--- config.mk ---
export PLATFORM = sky130hd
export DESIGN_NAME = pwg_front
export DESIGN_NICKNAME = d
export VERILOG_FILES = /design/src/rtl/pwg_pkg.sv /design/src/rtl/pwg_front.sv
export SDC_FILE = /design/constraint.sdc
export NUM_CORES = 1
export LEC_CHECK = 0
export BUFFER_PORTS_ARGS = -buffer_cell sky130_fd_sc_hd__buf_2
export CORE_MARGIN = 8
export CORE_UTILIZATION = 49
export CTS_CLUSTER_SIZE = 25
export DETAILED_ROUTE_END_ITERATION = 10
export PLACE_DENSITY_LB_ADDON = 0.1
export SLEW_MARGIN = 0
export SYNTH_ARGS = -nofsm -noshare
export SYNTH_HDL_FRONTEND = slang
export SYNTH_SLANG_ARGS = --single-unit
--- constraint.sdc ---
create_clock -name clock -period 1.8 [get_ports clock]
set_input_delay 0.27 -clock clock [delete_from_list [all_inputs] [get_ports clock]]
set_output_delay 0.27 -clock clock [all_outputs]
set_load 0.02 [all_outputs]
--- src/rtl/pwg_pkg.sv ---
// Shared types and constants for the PWG raster line decoder.
`timescale 1ns / 1ps

package pwg_pkg;

   localparam int unsigned POS_W   = 15;
   localparam int unsigned LINES_W = 9;
   localparam int unsigned RUN_W   = 11;
   localparam int unsigned WB_W    = 19;
   localparam int unsigned BPP_W   = 7;
   localparam int unsigned CSR_W   = 15;

   localparam logic [7:0] LITERAL_BASE = 8'h80;
   localparam logic [8:0] LITERAL_SPAN = 9'd257;
   localparam logic [3:0] PIXEL_ROUND  = 4'd7;

   localparam logic CSR_BITS_PER_PIXEL = 1'b0;
   localparam logic CSR_LINE_WIDTH     = 1'b1;

   localparam logic [BPP_W-1:0] BPP_RESET   = 7'd8;
   localparam logic [POS_W-1:0] WIDTH_RESET = 15'd2048;

   typedef enum logic [1:0] {
      PH_REPEAT  = 2'd0,
      PH_CONTROL = 2'd1,
      PH_PIXEL   = 2'd2,
      PH_LITERAL = 2'd3
   } phase_type;

   typedef struct packed {
      logic       func;
      logic [7:0] data_byte;
   } req_type;

   typedef struct packed {
      logic [7:0] out_byte;
      logic       out_valid;
      logic       end_of_line;
      logic       byte_taken;
      logic       error;
   } rsp_type;

   typedef struct packed {
      logic       is_pull;
      logic [7:0] data_byte;
   } entry_type;

endpackage

--- src/rtl/pwg_front.sv ---
// Input side: accepts transactions, classifies them and queues them for the decoder.
`timescale 1ns / 1ps

module pwg_front (
   input  logic               clock,
   input  logic               reset,
   input  logic               req_valid,
   output logic               req_stall,
   input  pwg_pkg::req_type   req_payload,
   output logic               entry_valid,
   output pwg_pkg::entry_type entry,
   input  logic               entry_pop
);

   pwg_pkg::entry_type queue_ff [2];
   logic       wr_ptr_ff, wr_ptr_in;
   logic       rd_ptr_ff, rd_ptr_in;
   logic [1:0] count_ff, count_in;
   logic       push;
   logic       pop;

   assign req_stall   = (count_ff == 2'd2);
   assign push        = req_valid && !req_stall;
   assign entry_valid = (count_ff != 2'd0);
   assign pop         = entry_pop && entry_valid;
   assign entry       = queue_ff[rd_ptr_ff];

   always_comb begin
      wr_ptr_in = push ? !wr_ptr_ff : wr_ptr_ff;
      rd_ptr_in = pop ? !rd_ptr_ff : rd_ptr_ff;
      count_in  = count_ff + 2'(push) - 2'(pop);
   end

   always_ff @(posedge clock) begin
      if (reset) begin
         wr_ptr_ff <= 1'b0;
         rd_ptr_ff <= 1'b0;
         count_ff  <= 2'd0;
      end else begin
         wr_ptr_ff <= wr_ptr_in;
         rd_ptr_ff <= rd_ptr_in;
         count_ff  <= count_in;
      end
   end

   always_ff @(posedge clock) begin
      if (push) begin
         queue_ff[wr_ptr_ff].is_pull   <= req_payload.func;
         queue_ff[wr_ptr_ff].data_byte <= req_payload.data_byte;
      end
   end

endmodule

Word-level counts from Yosys, hierarchy flattened

Memory sizes are Yosys's and may differ from the RTL's. A register that Yosys moved wholly into a read port is not among the register bits.
Cells that the tools add are included.

Add/subtract/negate cells: 2
Eq/ne operators: 1
Muxes and demuxes: 4
Reduce and logical (&&, ||, !) cells: 6

Operators by type and width:

| operator                                    | count |
|---|---|
| 1-bit 2-to-1 mux                            | 4 |
| 1-bit zero test                             | 3 |
| 2-bit by 1-bit adder with 2-bit output      | 1 |
| 2-bit equality test, second input constant  | 1 |
| 1-bit logical AND                           | 2 |
| 2-bit nonzero test                          | 1 |
| 2-bit by 1-bit subtractor with 2-bit output | 1 |

Bits in registers: 4
Memory bits (writable): 18
Input bits: 13
Memories kept: 1

Memories:

| name     | depth | bits a word | read ports | clocked after Yosys merged registers in | write ports | line            | text |
|---|---|---|---|---|---|---|---|
| queue_ff | 2     | 9           | 1          | 1                                       | 1           | pwg_front.sv:15 | `pwg_pkg::entry_type queue_ff [2];` |

Depth between registers and ports, before layout

Gate-level depths: netlist of run 1.

Word-level depth: 5
Gate-level depth with buffers: 8

Worst setup path after synthesis of run 1

No wires, ideal clock.

Kind: reg-to-reg
Start point: register count_ff[1]
End point: register count_ff[1]
Library setup time: 115 ps
Arrival time: 1346 ps
Data required time: 1685 ps
Slack: 340 ps
Stages on the path, launching flop included: 8
Period minus slack after synthesis: 1460 ps
Cell sequence: dfxtp_1 o21a_2 ha_1 inv_1 ha_1 xor2_1 xnor2_1 nor2_1

RTL lines:

| element                                     | line            | text |
|---|---|---|
| from (decl)                                 | pwg_front.sv:18 | `logic [1:0] count_ff, count_in;` |
| from (signal assigned)                      | pwg_front.sv:42 | `count_ff <= count_in;` |
| 2-bit nonzero test                          | pwg_front.sv:24 | `assign entry_valid = (count_ff != 2'd0);` |
| 1-bit logical AND                           | pwg_front.sv:25 | `assign pop = entry_pop && entry_valid;` |
| net pop                                     | pwg_front.sv:20 | `logic pop;` |
| 2-bit by 1-bit subtractor with 2-bit output | pwg_front.sv:31 | `count_in = count_ff + 2'(push) - 2'(pop);` |

The timed path passes the listed nets, and every way through them passes these cells.
A chain may end at the register's enable or synchronous reset.

==> results.py, run 1 <==
metrics = {
    "outcome": {
        "status": "complete, no violations",
    },
    "sta": {
        "slew_violations": 0,
        "skew_ns": 0.00516,
        "rsz0062_at_grt": "false",
        "min_period_ns": 1.67,
        "finalSetupTns_ns": 0,
        "finalSetupViolCount": 0,
        "relSlewSlack": 0.747,
        "fin_crit_sh": 0.930,
        "hold_viol": 0,
        "fmax_mhz": 597,
        "fin_hold_ws_ns": 0.156,
        "tightest_slew_ns": 0.379,
    },
    "grt": {
        "grt.overflow.total": 0,
        "grt_usage": 0.0834,
        "grt_pass1_wl_mm": 2.23,
        "grt_max_degree": 13,
        "antenna_found_initial": 0,
        "grt_pass1_vias": 517,
    },
    "floorplan": {
        "floorplan.die_area_mm2": 0.00341,
        "die_y_um": 58.4,
        "io_pins": 24,
        "rows": 15,
        "die_x_um": 58.4,
        "initial_core_util": 0.516,
        "coreArea_mm2": 0.00171,
    },
    "setup_path": {
        "crit_chain": "mux2_2 > buf_2",
        "startpoint_type": "register",
        "cp_data_arrival_time_ns": 1.40,
        "crit_slowest_cell": "dfxtp_1",
        "critPathMaxFanout": 9,
        "cp-end-kind": "output port",
        "cpPeakStageDelay_ns": 0.57,
        "crit_type": "register to output port",
        "crit_family": "flip-flops",
        "critPathRequiredTime_ns": 1.53,
        "crit_buf_inv": 1,
    },
    "clock_tree": {
        "clk_pin_slew_ns": 0.12,
        "cts_num_sinks": 23,
        "tritoncts": "done",
        "cts_inserted_buffers": 3,
        "clock_path_buffers": 2,
        "cts_root_buf": "clkbuf_4",
        "postCtsHoldBufs": 0,
        "clk_latency_ns": 0.29,
        "postCtsSetupBuffers": 0,
        "htreeDepth": 1,
        "cts_resized": 0,
    },
    "drt": {
        "drt_iter0_drc": 4,
        "route.detailed.drc": 0,
        "drt-total-wl_mm": 1.42,
        "vias": 493,
        "routedWlPerCell_um": 13.5,
        "viasPerCell": 4.70,
        "ant_nets": 0,
        "drt_pass1_iterations": 2,
    },
    "logic_synthesis": {
        "yosysSeqAreaShare": 0.726,
        "syn_area_um2": 882,
        "ys_types": 21,
        "synth_cells": 54,
        "ys_ff_latch": 23,
        "synth_nets": 69,
        "yosys_warnings": 0,
        "synth.avg_cell_area_um2": 16.3,
    },
    "power": {
        "total_power_mw": 1.40,
        "peakVddDrop_uv": 784,
        "p_per_area_mw_per_mm2": 1330,
        "p_leak_nw": 0.431,
    },
    "layout": {
        "final_net_count": 96,
        "drive_above_1_share": 0.425,
        "area_growth_syn_to_layout_pct": 19.0,
        "antenna_cells": 0,
    },
    "hold_path": {
        "holdCritPathClass": "input port to register",
    },
    "job": {
        "timing.max_cap.violations": 0,
    },
    "place": {
        "gp_congestion": 0.668,
        "portBuffers": 23,
    },
}
-- through the flow --
step | worst slack, ns | util | cells | instance area (µm²)
floorplan | 0.340 | - | 54 | 882
global route | 0.0329 | 0.615 | 105 | 1050
finish | 0.126 | 0.615 | 105 | 1050
CTS | 0.0857 | 0.615 | 105 | 1050
global placement | 0.279 | 0.599 | 101 | 1020
detailed placement | 0.249 | 0.599 | 101 | 1020
-- layer usage --
layer / vias to the layer above / wire length, µm / track usage
met5: - / 0 / 0
met4: 0 / 0 / 0.0210
met3: 0 / 101 / 0.0413
met2: 14 / 707 / 0.140
met1: 231 / 609 / 0.0911
li1: 248 / - / -
-- report_power, final --
part	total [mW]	internal (mW)	switching (mW)
clock	0.226	0.0861	0.140
combinational	0.447	0.197	0.250
sequential	0.723	0.667	0.0560
total	1.40	0.951	0.446
-- flip-flops by register name (all words and copies together), names as in the netlist, named ones only --
register / flops
wr_ptr_ff: 1
rd_ptr_ff: 1
count_ff: 2
queue_ff: 18
-- cell usage after synthesis --
cell	n	area share
nand2_1	1	0.0043
buf_2	1	0.0057
xnor2_1	2	0.020
ha_1	2	0.028
mux2_1	6	0.077
nand2b_2	1	0.0099
or2_2	1	0.0071
inv_1	2	0.0085
dfxtp_1	5	0.11
o21ai_0	1	0.0057
or3_1	1	0.0071
mux2_2	3	0.038
nor2_1	3	0.013
a21oi_1	1	0.0057
clkinv_1	1	0.0043
and3_2	1	0.0085
xor2_1	1	0.0099
nor2b_1	1	0.0071
edfxtp_1	18	0.61
inv_2	1	0.0043
o21a_2	1	0.0099
-- layout make-up --
class                           count  area, µm²
Tap cell                           25       31.3
Multi-Input combinational cell     26        221
Fill cell                         151        658
Sequential cell                    23        641
Clock buffer                        4       26.3
Inverter                            4       15.0
Timing Repair Buffer               23        115
-- cells in the final DEF, fill, tap and decap left out, types with 2 or more instances in the layout --
master    instances
nor2_1            3
buf_2            23
dfxtp_1           5
inv_1             2
mux2_1            6
clkbuf_4          3
mux2_2            3
xnor2_1           2
edfxtp_1         18
ha_1              2
-- cell families (layout without fill, tap and decap cells) --
family | after synthesis | after routing | share of synthesized area
AO/OA/AOI/OAI | 3 | 3 | 0.0213
XOR/XNOR | 3 | 3 | 0.0298
adder cells (fa/ha/maj) | 2 | 2 | 0.0284
buffers and inverters | 5 | 31 | 0.0227
flip-flops | 23 | 23 | 0.726
multiplexers | 9 | 9 | 0.115
AND/OR/NAND/NOR | 9 | 9 | 0.0568
-- final timing paths --
path / from / to / slack, ns / cells after the start
worst max-delay path: register / entry[1] / 0.13 / 2
worst min-delay path: req_payload[5] / queue_ff[1][5] / 0.16 / 1
worst max register to register: count_ff[1] / count_ff[1] / 0.24 / 7
worst min register to register: wr_ptr_ff / wr_ptr_ff / 0.51 / 2
-- worst register-to-register path, stage by stage (launching register included) --
cell and delay, ns:
dfxtp_1 0.37, o21a_2 0.24, ha_1 0.28, inv_1 0.05
ha_1 0.14, xor2_1 0.17, xnor2_1 0.14, nor2_1 0.06
Note: power is estimated with default switching activity, not from simulation.
==> run 2: changes to the inputs <==
Settings changed: CELL_PAD_IN_SITES_DETAIL_PLACEMENT set to 0, CELL_PAD_IN_SITES_GLOBAL_PLACEMENT set to 2, CORE_UTILIZATION 49 to 34, PLACE_DENSITY set to 0.85, PLACE_DENSITY_LB_ADDON 0.1 to not set.
==> run 2 against run 1 <==
First-iteration DRC count fell by 100%. Register-to-register slack barely moved. Largest cell class unchanged. Highest routed layer is now met4. Critical path type unchanged. Combinational power fell by 0.9%. Power fell by 0.42%.
==> results.py, run 2 (synthesis gave the netlist of run 1 again) <==
metrics = {
    "floorplan": {
        "die_x_um": 66.9,
        "rows": 18,
        "die_y_um": 66.9,
        "coreArea_mm2": 0.00248,
        "initial_core_util": 0.356,
        "io_pins": 24,
        "floorplan.die_area_mm2": 0.00448,
    },
    "sta": {
        "fin_crit_sh": 0.945,
        "rsz0062_at_grt": "false",
        "relSlewSlack": 0.723,
        "hold_viol": 0,
        "finalSetupViolCount": 0,
        "slew_violations": 0,
        "tightest_slew_ns": 0.415,
        "min_period_ns": 1.70,
        "skew_ns": 0.00238,
        "fmax_mhz": 588,
        "timing.final.ws_setup_ns": 0.0992,
        "finalSetupTns_ns": 0,
    },
    "grt": {
        "grt_pass1_vias": 524,
        "grt_util_met1": 0.0697,
        "grt_pass1_wl_mm": 2.15,
        "grt_max_degree": 13,
        "antenna_found_initial": 0,
        "met3_usage": 0.0285,
        "grt.overflow.total": 0,
        "met2_usage": 0.0992,
        "top_usage_layer": "met2",
        "grt_usage": 0.0634,
    },
    "drt": {
        "viasPerCell": 4.43,
        "drt_pass1_iterations": 1,
        "route.detailed.drc": 0,
        "drt-total-wl_mm": 1.42,
        "ant_nets": 0,
        "routedWlPerCell_um": 12.9,
        "vias": 487,
        "drt_iter0_drc": 0,
    },
    "setup_path": {
        "crit_chain": "mux2_2 > buf_2",
        "timing.rr.end": "count_ff[1]",
        "cp-end-kind": "output port",
        "crit_type": "register to output port",
        "r2r-start": "count_ff[1]",
        "regToRegSetupSlack_ns": 0.25,
        "crit_buf_inv": 1,
        "critPathRequiredTime_ns": 1.53,
        "crit_slowest_cell": "dfxtp_1",
        "ff2ff_path_depth": 7,
        "critPathMaxFanout": 9,
        "cpPeakStageDelay_ns": 0.59,
        "cp-endpoint": "entry[2]",
        "crit_family": "flip-flops",
        "crit_cells": 2,
        "startpoint_type": "register",
        "cp_data_arrival_time_ns": 1.43,
    },
    "layout": {
        "largest_register_ffs": 18,
        "largest_registers": "queue_ff: 18 flops, count_ff: 2 flops",
        "post-route-util": 0.426,
        "antenna_cells": 0,
        "layout_common_cells": "buf_2 (23), edfxtp_1 (18), mux2_1 (6)",
        "final_common_cell": "buf_2",
        "final_net_count": 96,
        "drive_above_1_share": 0.425,
        "top_register": "queue_ff",
        "area_growth_syn_to_layout_pct": 19.7,
        "fin_cells": 110,
    },
    "clock_tree": {
        "cts_resized": 0,
        "postCtsSetupBuffers": 0,
        "cts_inserted_buffers": 3,
        "clk_pin_slew_ns": 0.11,
        "cts_num_sinks": 23,
        "tritoncts": "done",
        "cts_root_buf": "clkbuf_4",
        "clock_path_buffers": 2,
        "clk_latency_ns": 0.29,
        "postCtsHoldBufs": 0,
        "htreeDepth": 1,
    },
    "power": {
        "clkPwrFrac": 0.159,
        "p_switching_mw": 0.440,
        "p_leak_nw": 0.431,
        "peakVddDrop_uv": 765,
        "combPwrFrac": 0.318,
        "p_per_area_mw_per_mm2": 1320,
        "intPower_mw": 0.951,
        "seqPwrFrac": 0.522,
        "p_sw_frac": 0.316,
    },
    "hold_path": {
        "holdCritPathClass": "input port to register",
    },
    "place": {
        "dpl_worst_slack_ns": 0.255,
        "portBuffers": 23,
        "gp_congestion": 0.635,
        "dp.cells": 106,
        "detailed_place_hpwl_mm": 1.10,
    },
    "job": {
        "timing.max_cap.violations": 0,
    },
    "outcome": {
        "status": "complete, no violations",
    },
}
run 2: layout make-up:
type                    count  area [µm²]
clock buffers               4        26.3
repair buffers             23         115
flip-flops and latches     23         641
multi-input cells          26         221
fillers                   247        1420
well taps                  30        37.5
inverters                   4        15.0
run 2: worst min-delay path by stage:
| stage | from | to | slack, ns | depth (start not counted) |
|---|---|---|---|---|
| after floorplan | reset | wr_ptr_ff | 0.34 | 1 |
| after global placement | req_payload[2] | queue_ff[0][2] | 0.46 | 1 |
| after detailed placement | req_payload[4] | queue_ff[0][4] | 0.46 | 1 |
| after CTS | req_payload[4] | queue_ff[1][4] | 0.14 | 1 |
| after global routing | req_payload[4] | queue_ff[0][4] | 0.14 | 1 |
| final | req_payload[4] | queue_ff[0][4] | 0.16 | 1 |
run 2: stage by stage:
step / total power, mW / instance area, µm² / hold slack (ns)
floorplan: 1.06 / 882 / 0.339
global placement: 1.19 / 1030 / 0.459
detailed placement: 1.19 / 1030 / 0.462
CTS: 1.42 / 1060 / 0.144
global route: 1.48 / 1060 / 0.136
finish: 1.39 / 1060 / 0.157
run 2: per-layer routing:
metal / vias up / part of all wire
li1: 243 / -
met1: 228 / 0.42
met2: 14 / 0.49
met3: 2 / 0.086
met4: 0 / 0.0085
met5: - / 0
run 2: power by group through the flow:
stage	clock network, mW	registers [mW]	logic, mW
2_1_floorplan	0	0.705	0.353
3_3_place_gp	0	0.738	0.448
3_5_place_dp	0	0.740	0.453
4_1_cts	0.232	0.729	0.456
5_1_grt	0.259	0.736	0.485
6_report	0.221	0.727	0.443
